### src/design/stip_pkg.sv
// ----------------------------------------------------------------------------
// stip_pkg: shared definitions for the string-to-integer parser
// Phase and radix codes, character constants, default widths and digit helpers.
// ----------------------------------------------------------------------------
package stip_pkg;

  // Default accumulator width and the fixed width of the result field.
  localparam int VALUE_WIDTH_DEF = 32;
  localparam int OUT_WIDTH       = 32;
  localparam int CH_WIDTH        = 8;

  // Parse phase codes.
  localparam logic [2:0] PH_SPACE  = 3'd0;
  localparam logic [2:0] PH_SIGN   = 3'd1;
  localparam logic [2:0] PH_ZERO   = 3'd2;
  localparam logic [2:0] PH_DIGITS = 3'd3;
  localparam logic [2:0] PH_ERROR  = 3'd4;

  // Radix mode codes.
  localparam logic [1:0] RM_DEC = 2'd0;
  localparam logic [1:0] RM_HEX = 2'd1;
  localparam logic [1:0] RM_OCT = 2'd2;
  localparam logic [1:0] RM_BIN = 2'd3;

  // Character constants.
  localparam logic [7:0] CH_NUL   = 8'h00;
  localparam logic [7:0] CH_SPACE = 8'h20;
  localparam logic [7:0] CH_MINUS = 8'h2D;
  localparam logic [7:0] CH_ZERO  = 8'h30;
  localparam logic [7:0] CH_ONE   = 8'h31;
  localparam logic [7:0] CH_SEVEN = 8'h37;
  localparam logic [7:0] CH_NINE  = 8'h39;
  localparam logic [7:0] CH_UP_A  = 8'h41;
  localparam logic [7:0] CH_UP_B  = 8'h42;
  localparam logic [7:0] CH_UP_F  = 8'h46;
  localparam logic [7:0] CH_UP_X  = 8'h58;
  localparam logic [7:0] CH_LO_A  = 8'h61;
  localparam logic [7:0] CH_LO_Z  = 8'h7A;

  // Digit lookup result.
  typedef struct packed {
    logic       valid;
    logic [3:0] value;
  } digit_t;

  // Fold lower-case letters onto upper case.
  function automatic logic [7:0] upcase(input logic [7:0] c);
    logic [7:0] u;
    u = c;
    if (c >= CH_LO_A && c <= CH_LO_Z) begin
      u = c - 8'd32;
    end
    return u;
  endfunction

  // Digit value of a character in the given radix.
  function automatic digit_t digit_of(input logic [7:0] c, input logic [1:0] mode);
    digit_t     d;
    logic [7:0] u;
    logic [7:0] off;
    u       = upcase(c);
    off     = c - CH_ZERO;
    d.valid = 1'b0;
    d.value = off[3:0];
    unique case (mode)
      RM_HEX: begin
        if (c >= CH_ZERO && c <= CH_NINE) begin
          d.valid = 1'b1;
        end else if (u >= CH_UP_A && u <= CH_UP_F) begin
          off     = u - CH_UP_A + 8'd10;
          d.valid = 1'b1;
          d.value = off[3:0];
        end
      end
      RM_OCT: d.valid = (c >= CH_ZERO && c <= CH_SEVEN);
      RM_BIN: d.valid = (c >= CH_ZERO && c <= CH_ONE);
      default: d.valid = (c >= CH_ZERO && c <= CH_NINE);
    endcase
    return d;
  endfunction

endpackage

### src/design/string_to_integer_parser_core.sv
// ----------------------------------------------------------------------------
// string_to_integer_parser_core: streaming string-to-integer parser
// Takes one character per request and emits the signed integer at the NUL.
// ----------------------------------------------------------------------------
// Throughput: one character per cycle while the skid register is empty; no character
// ever waits on the arithmetic. The result appears on out_tvalid in the cycle after its
// NUL is accepted when the result register is free or drains in that cycle, else it
// waits in the skid register. The combinational shift-add on the accumulator sets the rate.
// A two-entry output stage (result register plus skid register) lets input continue
// while a result waits. Synchronous active-low reset returns the parser to the
// leading-space phase, decimal, positive, zero, and empties the output stage.
module string_to_integer_parser_core #(
  parameter int VALUE_WIDTH = stip_pkg::VALUE_WIDTH_DEF
) (
  input  logic        clk,
  input  logic        rst_n,
  // Input channel: one character per request.
  input  logic        in_tvalid,
  output logic        in_tready,
  input  logic [7:0]  in_tdata,   // [7:0] ch
  // Result channel: one parsed value per string.
  output logic        out_tvalid,
  input  logic        out_tready,
  output logic [31:0] out_tdata   // [31:0] value
);

  // Parser state.
  logic [2:0]             phase_r, phase_nxt;
  logic [1:0]             radix_r, radix_nxt;
  logic                   neg_r, neg_nxt;
  logic [VALUE_WIDTH-1:0] acc_r, acc_nxt;

  // Output stage: main result register and a skid register behind it.
  logic        out_valid_r, out_valid_nxt;
  logic [31:0] out_data_r, out_data_nxt;
  logic        skid_valid_r, skid_valid_nxt;
  logic [31:0] skid_data_r, skid_data_nxt;

  logic                   in_acc;
  logic                   is_nul;
  logic                   res_push;
  logic                   res_pop;
  logic [7:0]             ch;
  logic [7:0]             ch_up;
  stip_pkg::digit_t       dig;
  logic [VALUE_WIDTH-1:0] acc_scaled;
  logic [VALUE_WIDTH-1:0] acc_digit;
  logic [VALUE_WIDTH-1:0] signed_val;
  logic [31:0]            result;
  logic                   take;        // this character is handed to the digit path
  logic [1:0]             take_radix;  // radix the digit path uses

  assign ch        = in_tdata;
  assign ch_up     = stip_pkg::upcase(ch);
  assign is_nul    = (ch == stip_pkg::CH_NUL);
  // The skid register absorbs one result while the main register is stalled,
  // so input is only held off when both are full.
  assign in_tready = !skid_valid_r;
  assign in_acc    = in_tvalid && in_tready;
  assign res_push  = in_acc && is_nul;
  assign res_pop   = out_valid_r && out_tready;

  // Phase decode decides whether the character goes to the digit path,
  // and under which radix (a leading zero switches to octal on the same digit).
  always_comb begin
    phase_nxt  = phase_r;
    radix_nxt  = radix_r;
    neg_nxt    = neg_r;
    take       = 1'b0;
    take_radix = radix_r;
    unique case (phase_r)
      stip_pkg::PH_SPACE: begin
        if (ch == stip_pkg::CH_SPACE) begin
          phase_nxt = phase_r;
        end else if (ch == stip_pkg::CH_MINUS) begin
          neg_nxt   = 1'b1;
          phase_nxt = stip_pkg::PH_SIGN;
        end else if (ch == stip_pkg::CH_ZERO) begin
          phase_nxt = stip_pkg::PH_ZERO;
        end else begin
          take = 1'b1;
        end
      end
      stip_pkg::PH_SIGN: begin
        if (ch == stip_pkg::CH_ZERO) begin
          phase_nxt = stip_pkg::PH_ZERO;
        end else begin
          take = 1'b1;
        end
      end
      stip_pkg::PH_ZERO: begin
        if (ch_up == stip_pkg::CH_UP_X) begin
          radix_nxt = stip_pkg::RM_HEX;
          phase_nxt = stip_pkg::PH_DIGITS;
        end else if (ch_up == stip_pkg::CH_UP_B) begin
          radix_nxt = stip_pkg::RM_BIN;
          phase_nxt = stip_pkg::PH_DIGITS;
        end else begin
          radix_nxt  = stip_pkg::RM_OCT;
          take_radix = stip_pkg::RM_OCT;
          take       = 1'b1;
        end
      end
      stip_pkg::PH_DIGITS: begin
        take = 1'b1;
      end
      default: begin
        // Error phase, and the unused codes, swallow everything up to the NUL.
        phase_nxt = phase_r;
      end
    endcase
  end

  // Digit path: multiply by the base with shifts, then add the digit.
  assign dig = stip_pkg::digit_of(ch, take_radix);

  always_comb begin
    unique case (take_radix)
      stip_pkg::RM_HEX: acc_scaled = acc_r << 4;
      stip_pkg::RM_OCT: acc_scaled = acc_r << 3;
      stip_pkg::RM_BIN: acc_scaled = acc_r << 1;
      default:          acc_scaled = (acc_r << 3) + (acc_r << 1);
    endcase
    acc_digit = acc_scaled + {{(VALUE_WIDTH-4){1'b0}}, dig.value};
  end

  // Final value: negate if a minus was seen, then fit to the 32-bit field.
  assign signed_val = neg_r ? (~acc_r + {{(VALUE_WIDTH-1){1'b0}}, 1'b1}) : acc_r;

  generate
    if (VALUE_WIDTH >= stip_pkg::OUT_WIDTH) begin : g_trunc
      assign result = signed_val[stip_pkg::OUT_WIDTH-1:0];
    end else begin : g_sext
      assign result = {{(stip_pkg::OUT_WIDTH-VALUE_WIDTH){signed_val[VALUE_WIDTH-1]}},
                       signed_val};
    end
  endgenerate

  // Next state of the accumulator and final phase resolution.
  logic [2:0] phase_fin;
  always_comb begin
    acc_nxt   = acc_r;
    phase_fin = phase_nxt;
    if (take) begin
      if (dig.valid) begin
        acc_nxt   = acc_digit;
        phase_fin = stip_pkg::PH_DIGITS;
      end else begin
        acc_nxt   = '0;
        phase_fin = stip_pkg::PH_ERROR;
      end
    end
  end

  // Output stage control.
  always_comb begin
    out_valid_nxt  = out_valid_r;
    out_data_nxt   = out_data_r;
    skid_valid_nxt = skid_valid_r;
    skid_data_nxt  = skid_data_r;
    if (skid_valid_r) begin
      // No input is taken while the skid register is full.
      if (res_pop) begin
        out_data_nxt   = skid_data_r;
        skid_valid_nxt = 1'b0;
      end
    end else if (res_push) begin
      if (!out_valid_r || res_pop) begin
        out_valid_nxt = 1'b1;
        out_data_nxt  = result;
      end else begin
        skid_valid_nxt = 1'b1;
        skid_data_nxt  = result;
      end
    end else if (res_pop) begin
      out_valid_nxt = 1'b0;
    end
  end

  always_ff @(posedge clk) begin
    if (!rst_n) begin
      phase_r      <= stip_pkg::PH_SPACE;
      radix_r      <= stip_pkg::RM_DEC;
      neg_r        <= 1'b0;
      acc_r        <= '0;
      out_valid_r  <= 1'b0;
      skid_valid_r <= 1'b0;
    end else begin
      out_valid_r  <= out_valid_nxt;
      skid_valid_r <= skid_valid_nxt;
      if (in_acc) begin
        if (is_nul) begin
          // A finished string returns the parser to its start state.
          phase_r <= stip_pkg::PH_SPACE;
          radix_r <= stip_pkg::RM_DEC;
          neg_r   <= 1'b0;
          acc_r   <= '0;
        end else begin
          phase_r <= phase_fin;
          radix_r <= radix_nxt;
          neg_r   <= neg_nxt;
          acc_r   <= acc_nxt;
        end
      end
    end
  end

  // Result payload registers need no reset.
  always_ff @(posedge clk) begin
    out_data_r  <= out_data_nxt;
    skid_data_r <= skid_data_nxt;
  end

  assign out_tvalid = out_valid_r;
  assign out_tdata  = out_data_r;

`ifndef SYNTHESIS
  // The skid register only ever holds a result behind a stalled main register.
  a_skid_behind_main: assert property (@(posedge clk) disable iff (!rst_n)
    skid_valid_r |-> out_valid_r)
    else $error("skid register full while result register empty");

  // A NUL always returns the parser to its start state.
  a_nul_restarts: assert property (@(posedge clk) disable iff (!rst_n)
    (in_acc && is_nul) |=> (phase_r == stip_pkg::PH_SPACE && acc_r == '0 && !neg_r
                            && radix_r == stip_pkg::RM_DEC))
    else $error("parser state not cleared after NUL");

  // The error phase keeps a zero accumulator.
  a_error_zero: assert property (@(posedge clk) disable iff (!rst_n)
    (phase_r == stip_pkg::PH_ERROR) |-> (acc_r == '0))
    else $error("accumulator nonzero in error phase");

  // Once in error, only a NUL leaves it.
  a_error_sticks: assert property (@(posedge clk) disable iff (!rst_n)
    (phase_r == stip_pkg::PH_ERROR && !(in_acc && is_nul)) |=>
      (phase_r == stip_pkg::PH_ERROR))
    else $error("left error phase without NUL");

  // A NUL accepted while the result register is empty always presents a result there.
  a_result_on_nul: assert property (@(posedge clk) disable iff (!rst_n)
    (in_acc && is_nul && !out_valid_r) |=> out_valid_r)
    else $error("NUL accepted but no result presented");
`endif

endmodule

### config.mk
export PLATFORM = sky130hd
export DESIGN_NAME = string_to_integer_parser_core
export DESIGN_NICKNAME = d
export VERILOG_FILES = /design/src/design/stip_pkg.sv /design/src/design/string_to_integer_parser_core.sv
export SDC_FILE = /design/constraint.sdc
export NUM_CORES = 1
export LEC_CHECK = 0
export ABC_CLOCK_PERIOD_IN_PS = 5210
export BUFFER_PORTS_ARGS = -buffer_cell sky130_fd_sc_hd__buf_2
export CORE_UTILIZATION = 60
export CTS_BUF_LIST = sky130_fd_sc_hd__clkbuf_16
export CTS_CLUSTER_SIZE = 25
export DETAILED_ROUTE_END_ITERATION = 6
export GPL_TIMING_DRIVEN = 1
export PLACE_DENSITY = 0.79
export SETUP_SLACK_MARGIN = 0.1
export SLEW_MARGIN = 10
export SYNTH_ARGS = -nofsm -noshare
export SYNTH_HDL_FRONTEND = slang
export SYNTH_SLANG_ARGS = --single-unit
### constraint.sdc
create_clock -name clk -period 5.21 [get_ports clk]
set_input_delay 0.7815 -clock clk [delete_from_list [all_inputs] [get_ports clk]]
set_output_delay 0.7815 -clock clk [all_outputs]
set_load 0.05 [all_outputs]
==> reports/qor.yml, run 1 <==
setup_path:
  crit_arrival_ns: 4.85
  worstPathRequired_ns: 5.43
  rrSetupSlack_ns: 0.85
  cp-end-kind: "flop"
  crit_fanout: 11
  worstSetupPathType: "input port to flop"
  worstSetupStartpointType: "input port"
global_route:
  grt_max_degree: 36
  grt_pass1_vias: 6306
  track_usage: 0.276
  grt_pass1_wl_um: 31700
  antenna_found_initial: 0
  gr-total-overflow: 0
final_layout:
  layout_commonest_cell: "nand2_1"
  syn_to_final_growth_pct: 7.94
  final_nets: 958
  drive_gt1_frac: 0.160
  final_cell_mix: "nand2_1, edfxtp_1, xnor2_1, o21ai_0, nor2_1"
  num_antenna_cells: 0
clock_tree:
  clock_latency_ns: 0.34
  cts_buffers: 9
  htreeDepth: 3
  cts.sinks: 104
  cts_hold_repair.buffers: 0
  post_cts_buffers: 0
  cts_resized: 0
  clock_path_buffers: 2
  cts_tree: "yes"
  clk_pin_slew_ns: 0.07
  clock-root-buffer: "clkbuf_16"
synth:
  async_reset_ff_frac: 0
  ys.flop_type: "edfxtp_1"
  synth_simple_gate_area_frac: 0.192
  synth_compound_area_frac: 0.209
  syn_inst: 892
  yosys.area_share.adder: 0.0632
  synth_seq_area_share: 0.334
  synth-edff-count: 64
  synthMuxAreaShare: 0.0823
  syn_area_per_cell_um2: 9.15
  synthesis.nets: 944
  synth_seq_cells: 104
  synth_top_family_by_area: "compound AO/OA/AOI/OAI gates"
  ys_warn_count: 0
  synth_xor_area_frac: 0.0805
  syn_area_mm2: 0.00816
  yosysUniqueCellTypes: 86
die:
  coreArea_mm2: 0.0132
  start_util: 0.616
  fp.dieH_um: 119
  placementRows: 42
  die_w_um: 119
  die_area_mm2: 0.0141
  io-pin-count: 46
placed_design:
  dp_slack_ns: 0.302
  dp_hpwl_um: 13800
  io_buffers: 45
  gp_congestion: 0.890
drt:
  via_count: 6928
  drt_pass1_iterations: 6
  wirelength_um: 18700
  drt_iter0_markers: 742
  vias_per_cell: 6.37
  drc: 0
  post_drt_wl_per_cell_um: 17.2
  ant_nets: 0
sta:
  rsz0062_at_grt: "no"
  worstMarginPinSlew_ns: 0.986
  setup_ws_ns: 0.585
  hold_violations: 0
  fin_crit_ns: 4.62
  setup_viol: 0
  fin_crit_sh: 0.888
  fin_skew_ns: 0.00611
  hold_ws_ns: 0.481
  max_slew_margin: 0.340
  max_freq_mhz: 216
  tns_ns: 0
  maxSlewViolCount: 0
outcome:
  status: "finished, final reports clean"
job:
  cap_violations: 0
power:
  leakage_uw: 0.00341
  power_density_mw_per_mm2: 284
  ir_drop_mv: 0.190
worst_hold_path:
  hold_class: "flop to flop"
-- area by class of cell --
| class | instances | area, um^2 |
|---|---|---|
| Multi-Input combinational cell | 707 | 5130 |
| Clock buffer | 9 | 225 |
| Timing Repair Buffer | 62 | 353 |
| Sequential cell | 104 | 2720 |
| Tap cell | 176 | 220 |
| Inverter | 22 | 82.6 |
| Fill cell | 1058 | 4430 |
| Clock inverter | 7 | 72.6 |
-- metal layers --
metal | vias up | wire (um) | global-route usage
li1 | 3388 | - | -
met1 | 3207 | 9050 | 0.406
met2 | 302 | 8030 | 0.420
met3 | 31 | 1230 | 0.0309
met5 | - | 0 | 0
met4 | 0 | 425 | 0.0934
-- registers in the layout (all words and copies together), names as in the netlist --
register      count
out_tdata        32
out_tvalid        1
skid_valid_r      1
neg_r             1
phase_r           3
radix_r           2
skid_data_r      32
acc_r            32
-- cell usage after synthesis, types with 5 or more instances --
cell	instances	area, um^2
nand4_1	9	56.3
nor3_1	24	120
nand3_1	14	70.1
mux2i_1	21	210
nor2b_1	24	150
mux2_2	41	462
a22oi_1	19	143
nand3b_1	5	37.5
a311oi_1	5	43.8
edfxtp_1	64	1920
a21oi_1	40	200
a211o_1	6	52.6
and2_1	6	37.5
nor2_1	46	173
o211ai_1	7	52.6
xnor2_1	63	552
clkbuf_1	42	158
or3_1	12	75.1
o21ai_1	6	30.0
o22ai_1	10	62.6
nand2_1	79	297
o21ai_0	51	255
o221ai_1	7	61.3
buf_2	12	60.1
o31ai_1	12	90.1
xor2_1	12	105
and3_1	8	50.1
a21o_1	19	143
nand2b_1	8	50.1
nor4_1	12	75.1
dfxtp_1	40	801
inv_1	21	78.8
ha_1	38	475
a211oi_1	9	67.6
-- per-stage QoR --
step / area [um^2] / total power (uW) / utilization / cells
finish: 8810 / 2510 / 0.665 / 1087
CTS: 8810 / 2490 / 0.665 / 1087
global route: 8810 / 2620 / 0.665 / 1087
detailed placement: 8510 / 1840 / 0.643 / 1071
floorplan: 8160 / 1640 / - / 892
global placement: 8510 / 1830 / 0.643 / 1071
-- worst max-delay path, cell delays in order --
cell      delay (ns)
buf_2           0.21
inv_1           0.08
ha_1            0.28
o21ai_0         0.33
nand4_1         0.27
o21ai_0         0.34
nand2b_1        0.14
nor2_1          0.26
nand2_1         0.11
xnor2_1         0.20
inv_1           0.09
fa_1            0.46
inv_1           0.07
a21oi_1         0.11
nor2_1          0.28
nand4b_4        0.19
nor4_1          0.39
xor2_1          0.18
o21ai_1         0.07
-- final timing paths --
path                from  cells after the start         to
max          in_tdata[5]                     19  acc_r[31]
min            acc_r[31]                      2  acc_r[31]
max reg2reg     acc_r[0]                     13  acc_r[31]
min reg2reg    acc_r[31]                      2  acc_r[31]
-- logic make-up (layout without fill, tap and decap cells) --
| group | count (synthesis) | count (layout) |
|---|---|---|
| simple gates | 284 | 284 |
| compound gates | 246 | 246 |
| flops | 104 | 104 |
| buf+inv | 81 | 100 |
| xor+xnor | 75 | 75 |
| mux | 62 | 62 |
| fa+ha+maj | 40 | 40 |
-- where the power goes --
group          switching, uW  internal, uW  leakage [uW]
logic                    582           352       0.00237
clock network            284           373      0.000147
registers               34.5           879      0.000884
No activity file was read; power rests on OpenSTA's default activity.
==> run 2, diff against run 1 <==
BUFFER_PORTS_ARGS = default   (was -buffer_cell sky130_fd_sc_hd__buf_2)
DONT_BUFFER_PORTS = 1   (was default)
PLACE_DENSITY = 0.76   (was 0.79)
==> reports/qor.yml, run 2 (synthesis gave the netlist of run 1 again) <==
final_layout:
  final_cell_mix: "nand2_1, edfxtp_1, xnor2_1, o21ai_0, nor2_1"
  final_nets: 919  # -4.1%
  fillCellCount: 1081  # +2.2%
  num_antenna_cells: 0  # unchanged
  final_cell_area_mm2: 0.00867  # -1.6%
  layout_commonest_cell: "nand2_1"
  finalCoreUtilization: 0.654  # -0.0107
  syn_to_final_growth_pct: 6.21
  drive_gt1_frac: 0.122  # -0.0387
global_route:
  grt_pass1_vias: 6628  # +5.1%
  gr-total-overflow: 0  # unchanged
  track_usage: 0.297  # +0.0206
  antenna_found_initial: 0  # unchanged
  grt_pass1_wl_um: 33700  # +6.3%
  grt_max_degree: 34  # -5.6%
sta:
  maxSlewViolCount: 0  # unchanged
  tns_ns: 0  # unchanged
  max_freq_mhz: 222  # +2.4%
  worstMarginPinSlew_ns: 1.00  # +0.0169 ns
  fin_skew_ns: 0.00404  # -0.00208 ns
  setup_viol: 0  # unchanged
  hold_violations: 0  # unchanged
  fin_crit_sh: 0.867  # -0.0211
  rsz0062_at_grt: "no"
  fin_crit_ns: 4.51  # -0.110 ns
  max_slew_margin: 0.328  # -0.0113
setup_path:
  reg2reg_to: "acc_r[31]"
  crit_fanout: 6  # -5
  rrSetupSlack_ns: 0.72  # -0.13 ns
  crit_chain: "inv_1, ha_1, or3b_4, a221oi_4, nor2_1, o21ai_0, nand2b_1, nor2_1, nand2_1, xnor2_1, inv_1, fa_1, inv_1, a21oi_1, nor2_1, nand4b_4, nor4_1, xor2_1, o21ai_1"
  worstSetupPathType: "input port to flop"
  crit_slowest_cell: "fa_1"
  path_buf_inv: 3  # -1
  worstPathRequired_ns: 5.42  # about the same
  reg2reg_depth: 13  # unchanged
  cp-end-kind: "flop"
  slowest_delay_ns: 0.47  # about the same
  timing.rr.start: "acc_r[0]"
  crit_arrival_ns: 4.73  # -0.12 ns
  critical-path-top-delay-family: "simple AND/OR/NAND/NOR gates"
  worstSetupStartpointType: "input port"
placed_design:
  place_area_mm2: 0.00833  # -2.1%
  gp_congestion: 0.961  # +8.0%
  dp_hpwl_um: 15300  # +11%
  io_buffers: 0  # -100%
clock_tree:
  clock_latency_ns: 0.34  # about the same
  cts_tree: "yes"
  cts_resized: 0  # unchanged
  htreeDepth: 3  # unchanged
  cts_hold_repair.buffers: 0  # unchanged
  clock-root-buffer: "clkbuf_16"
  cts.sinks: 104  # unchanged
  clk_pin_slew_ns: 0.07  # about the same
  post_cts_buffers: 0  # unchanged
  clock_path_buffers: 2  # unchanged
  cts_buffers: 9  # unchanged
worst_hold_path:
  holdPathEnd: "acc_r[31]"
  holdCritStartpoint: "acc_r[31]"
  whs_path_depth: 2  # unchanged
  hold_class: "flop to flop"
drt:
  vias_per_cell: 6.71  # +5.2%
  drt_pass1_iterations: 7  # +1
  wirelength_um: 20900  # +11%
  post_drt_wl_per_cell_um: 19.9  # +16%
  drt_iter0_markers: 765  # +3.1%
  ant_nets: 0  # unchanged
  drc: 12  # +12
  via_count: 7028  # +1.4%
die:
  start_util: 0.616  # unchanged
  placementRows: 42  # unchanged
  io-pin-count: 46  # unchanged
  die_w_um: 119  # unchanged
  fp.dieH_um: 119  # unchanged
  coreArea_mm2: 0.0132  # unchanged
  die_area_mm2: 0.0141  # unchanged
outcome:
  failed_checks: "design-rule violations"
  status: "complete, but fails checks"
power:
  ir_drop_mv: 0.161  # -15%
  power_density_mw_per_mm2: 300  # +5.6%
  leakage_uw: 0.00329  # -3.5%
job:
  cap_violations: 0  # unchanged
[run 2: changes by cell type in the layout (fill, tap and decap cells not counted), sizes merged]
cell,before,now
buf,62,23
clkinv,4,2
inv,23,24
clkinvlp,1,0
bufinv,1,3
[run 2: area by class of cell]
cell class              count  area, um^2  area share
repair buffers             23         173      0.0199
flip-flops and latches    104        2720       0.314
clock inverters             7         111      0.0128
well taps                 176         220      0.0254
inverters                  22        82.6     0.00953
clock buffers               9         225      0.0260
multi-input cells         707        5130       0.592
[run 2: stage by stage]
stage	hold slack (ns)	power, uW	worst slack (ns)	cells
6_report	0.514	2600	0.695	1048
3_5_place_dp	0.502	1840	0.392	1032
5_1_grt	0.520	2710	0.310	1048
3_3_place_gp	0.457	1820	0.571	1032
2_1_floorplan	0.440	1640	0.343	892
4_1_cts	0.511	2580	0.757	1048
[run 2: tightest hold or removal path, stage by stage, from the launching register on]
cell     delay, ns
dfxtp_1       0.32
nand2_1       0.07
o21ai_1       0.07
[run 2: layer usage]
layer	global-route usage	routed length, um	up-vias	share of wire
met1	0.412	9510	3326	0.46
met4	0.0918	405	0	0.019
met2	0.475	9520	345	0.46
met5	0	0	-	0
li1	-	-	3311	-
met3	0.0449	1460	46	0.070
[run 2: where the power goes]
group | switching (uW) | internal [uW]
clock network | 283 | 467
registers | 38.3 | 879
logic | 586 | 350
total | 908 | 1700
[run 2: worst max path at each step]
stage,startpoint,to,slack (ns),depth (start not counted)
final,in_tdata[0],acc_r[31],0.70,19
after global routing,in_tdata[5],acc_r[31],0.31,18
after CTS,in_tdata[0],acc_r[31],0.76,19
after detailed placement,in_tdata[0],acc_r[31],0.39,19
after global placement,in_tdata[0],acc_r[31],0.57,19
after floorplan,in_tdata[0],skid_data_r[0],0.34,7
==> run 3, diff against run 2 <==
CORE_ASPECT_RATIO = 1.4   (was default)
REMOVE_ABC_BUFFERS = 1   (was default)
==> reports/qor.yml, run 3 (synthesis gave the netlist of run 1 again) <==
outcome:
  status: "finished, final reports clean"
sta:
  hold_ws_ns: 0.492  # -0.0226 ns
  setup_viol: 0  # unchanged
  rsz0062_at_grt: "no"
  max_slew_margin: 0.297  # -0.0308
  maxSlewViolCount: 0  # unchanged
  tns_ns: 0  # unchanged
  fin_crit_ns: 4.60  # +0.0887 ns
  fin_skew_ns: 0.0122  # +0.00812 ns
  worstMarginPinSlew_ns: 1.05  # +0.0460 ns
  hold_violations: 0  # unchanged
  max_freq_mhz: 217  # -1.9%
  fin_crit_sh: 0.884  # +0.0170
placed_design:
  io_buffers: 0  # unchanged
  gp_congestion: 0.975  # +1.5%
  placed_cells: 1037  # +0.48%
  place_area_mm2: 0.00833  # unchanged
  dp_hpwl_um: 16300  # +6.5%
setup_path:
  crit_fanout: 9  # +3
  timing.rr.start: "acc_r[0]"
  worstSetupPathType: "flop to flop"
  rrSetupSlack_ns: 0.61  # -0.11 ns
  worstSetupStartpointType: "flop"
  worstPathRequired_ns: 5.43  # about the same
  reg2reg_to: "acc_r[22]"
  crit_arrival_ns: 4.82  # +0.09 ns
  cp-end-kind: "flop"
  reg2reg_depth: 13  # unchanged
final_layout:
  final_cell_mix: "nand2_1, edfxtp_1, xnor2_1, o21ai_0, nor2_1"
  layout_commonest_cell: "nand2_1"
  drive_gt1_frac: 0.122  # +0.000140
  final_cell_area_mm2: 0.00863  # -0.38%
  num_antenna_cells: 0  # unchanged
  final_nets: 918  # -0.11%
  syn_to_final_growth_pct: 5.81
  instances_no_fill: 1053  # +0.48%
clock_tree:
  htreeDepth: 3  # unchanged
  clock_path_buffers: 2  # unchanged
  clock-root-buffer: "clkbuf_16"
  cts_tree: "yes"
  post_cts_buffers: 0  # unchanged
  clock_latency_ns: 0.35  # about the same
  clk_pin_slew_ns: 0.07  # about the same
  cts_buffers: 9  # unchanged
  cts_resized: 0  # unchanged
  cts.sinks: 104  # unchanged
  cts_hold_repair.buffers: 0  # unchanged
global_route:
  antenna_found_initial: 0  # unchanged
  track_usage: 0.310  # +0.0134
  gr-total-overflow: 0  # unchanged
  grt_max_degree: 34  # unchanged
  grt_pass1_vias: 7005  # +5.7%
  grt_pass1_wl_um: 34600  # +2.6%
worst_hold_path:
  hold_class: "flop to flop"
  holdCritStartpoint: "acc_r[31]"
  whs_path_depth: 2  # unchanged
  holdPathEnd: "acc_r[31]"
drt:
  drt_pass1_iterations: 5  # -2
  post_drt_wl_per_cell_um: 20.3  # +2.0%
  ant_nets: 0  # unchanged
  drc: 0  # -12
  drt_iter0_markers: 404  # -47%
  via_count: 7021  # -0.10%
  vias_per_cell: 6.67  # -0.57%
  wirelength_um: 21400  # +2.5%
die:
  fp.dieH_um: 140  # +18%
  placementRows: 50  # +19%
  die_w_um: 101  # -15%
  start_util: 0.612  # -0.00382
  io-pin-count: 46  # unchanged
  coreArea_mm2: 0.0133  # +0.62%
  die_area_mm2: 0.0141  # about the same
power:
  power.share.clock: 0.268  # -0.020
  switching_share: 0.367  # +0.0187
  total_power_uw: 2540  # -2.5%
  ir_drop_mv: 0.340  # +110%
  leakage_uw: 0.00326  # -0.87%
  pwr-share-seq: 0.362  # +0.010
  power_switching_uw: 933  # +2.8%
  p_int_uw: 1610  # -5.3%
  combPwrFrac: 0.370  # +0.010
  power_density_mw_per_mm2: 294  # -2.1%
job:
  cap_violations: 0  # unchanged
## run 3: changes by cell type in the layout (fill, tap and decap cells not counted), sizes merged
cell	before	now
buf	23	22
bufinv	3	1
clkinv	2	3
clkinvlp	0	1
## run 3: worst max path at each step
stage	startpoint	end	slack, ns	depth (start not counted)
6_report	acc_r[0]	acc_r[22]	0.61	13
5_1_grt	in_tdata[0]	acc_r[30]	0.40	19
4_1_cts	acc_r[0]	acc_r[22]	0.65	13
3_5_place_dp	in_tdata[0]	acc_r[31]	0.42	19
3_3_place_gp	in_tdata[0]	acc_r[31]	0.61	19
2_1_floorplan	in_tdata[0]	skid_data_r[0]	0.11	6
## run 3: routing by layer
| metal | up-vias | GRT usage | share of wire |
|---|---|---|---|
| li1 | 3309 | - | - |
| met5 | - | 0 | 0 |
| met3 | 83 | 0.0514 | 0.035 |
| met1 | 3400 | 0.322 | 0.36 |
| met4 | 0 | 0.159 | 0.057 |
| met2 | 229 | 0.587 | 0.54 |
## run 3: stage by stage
| step | utilization | worst slack, ns |
|---|---|---|
| floorplan | - | 0.114 |
| global placement | 0.625 | 0.608 |
| detailed placement | 0.625 | 0.419 |
| CTS | 0.648 | 0.650 |
| global route | 0.648 | 0.395 |
| finish | 0.648 | 0.607 |
## run 3: cell type report
class	instances	area (um^2)
inverter	22	82.6
clock inverter	7	78.8
clock buffer	9	225
sequential	104	2720
timing repair buffer	22	165
multi-input combinational	707	5130
tap	182	228
fill	1107	4690
## run 3: power by group through the flow
stage	Sequential, uW	Clock [uW]	Combinational [uW]
2_1_floorplan	934	0	665
3_3_place_gp	934	0	905
3_5_place_dp	935	0	920
4_1_cts	917	686	926
5_1_grt	921	715	1010
6_report	919	681	940
## run 3: worst max-delay path, cell delays in order, from the launching register on
cell and delay, ns:
dfxtp_1 0.43, ha_1 0.31, fa_1 0.42, a21o_1 0.20, a221oi_2 0.41, a21oi_1 0.20, o311a_1 0.35, o21ai_0 0.37
o211ai_1 0.27, nor4_1 0.62, nand4_1 0.35, nor3_1 0.26, xor2_1 0.17, o21ai_0 0.10
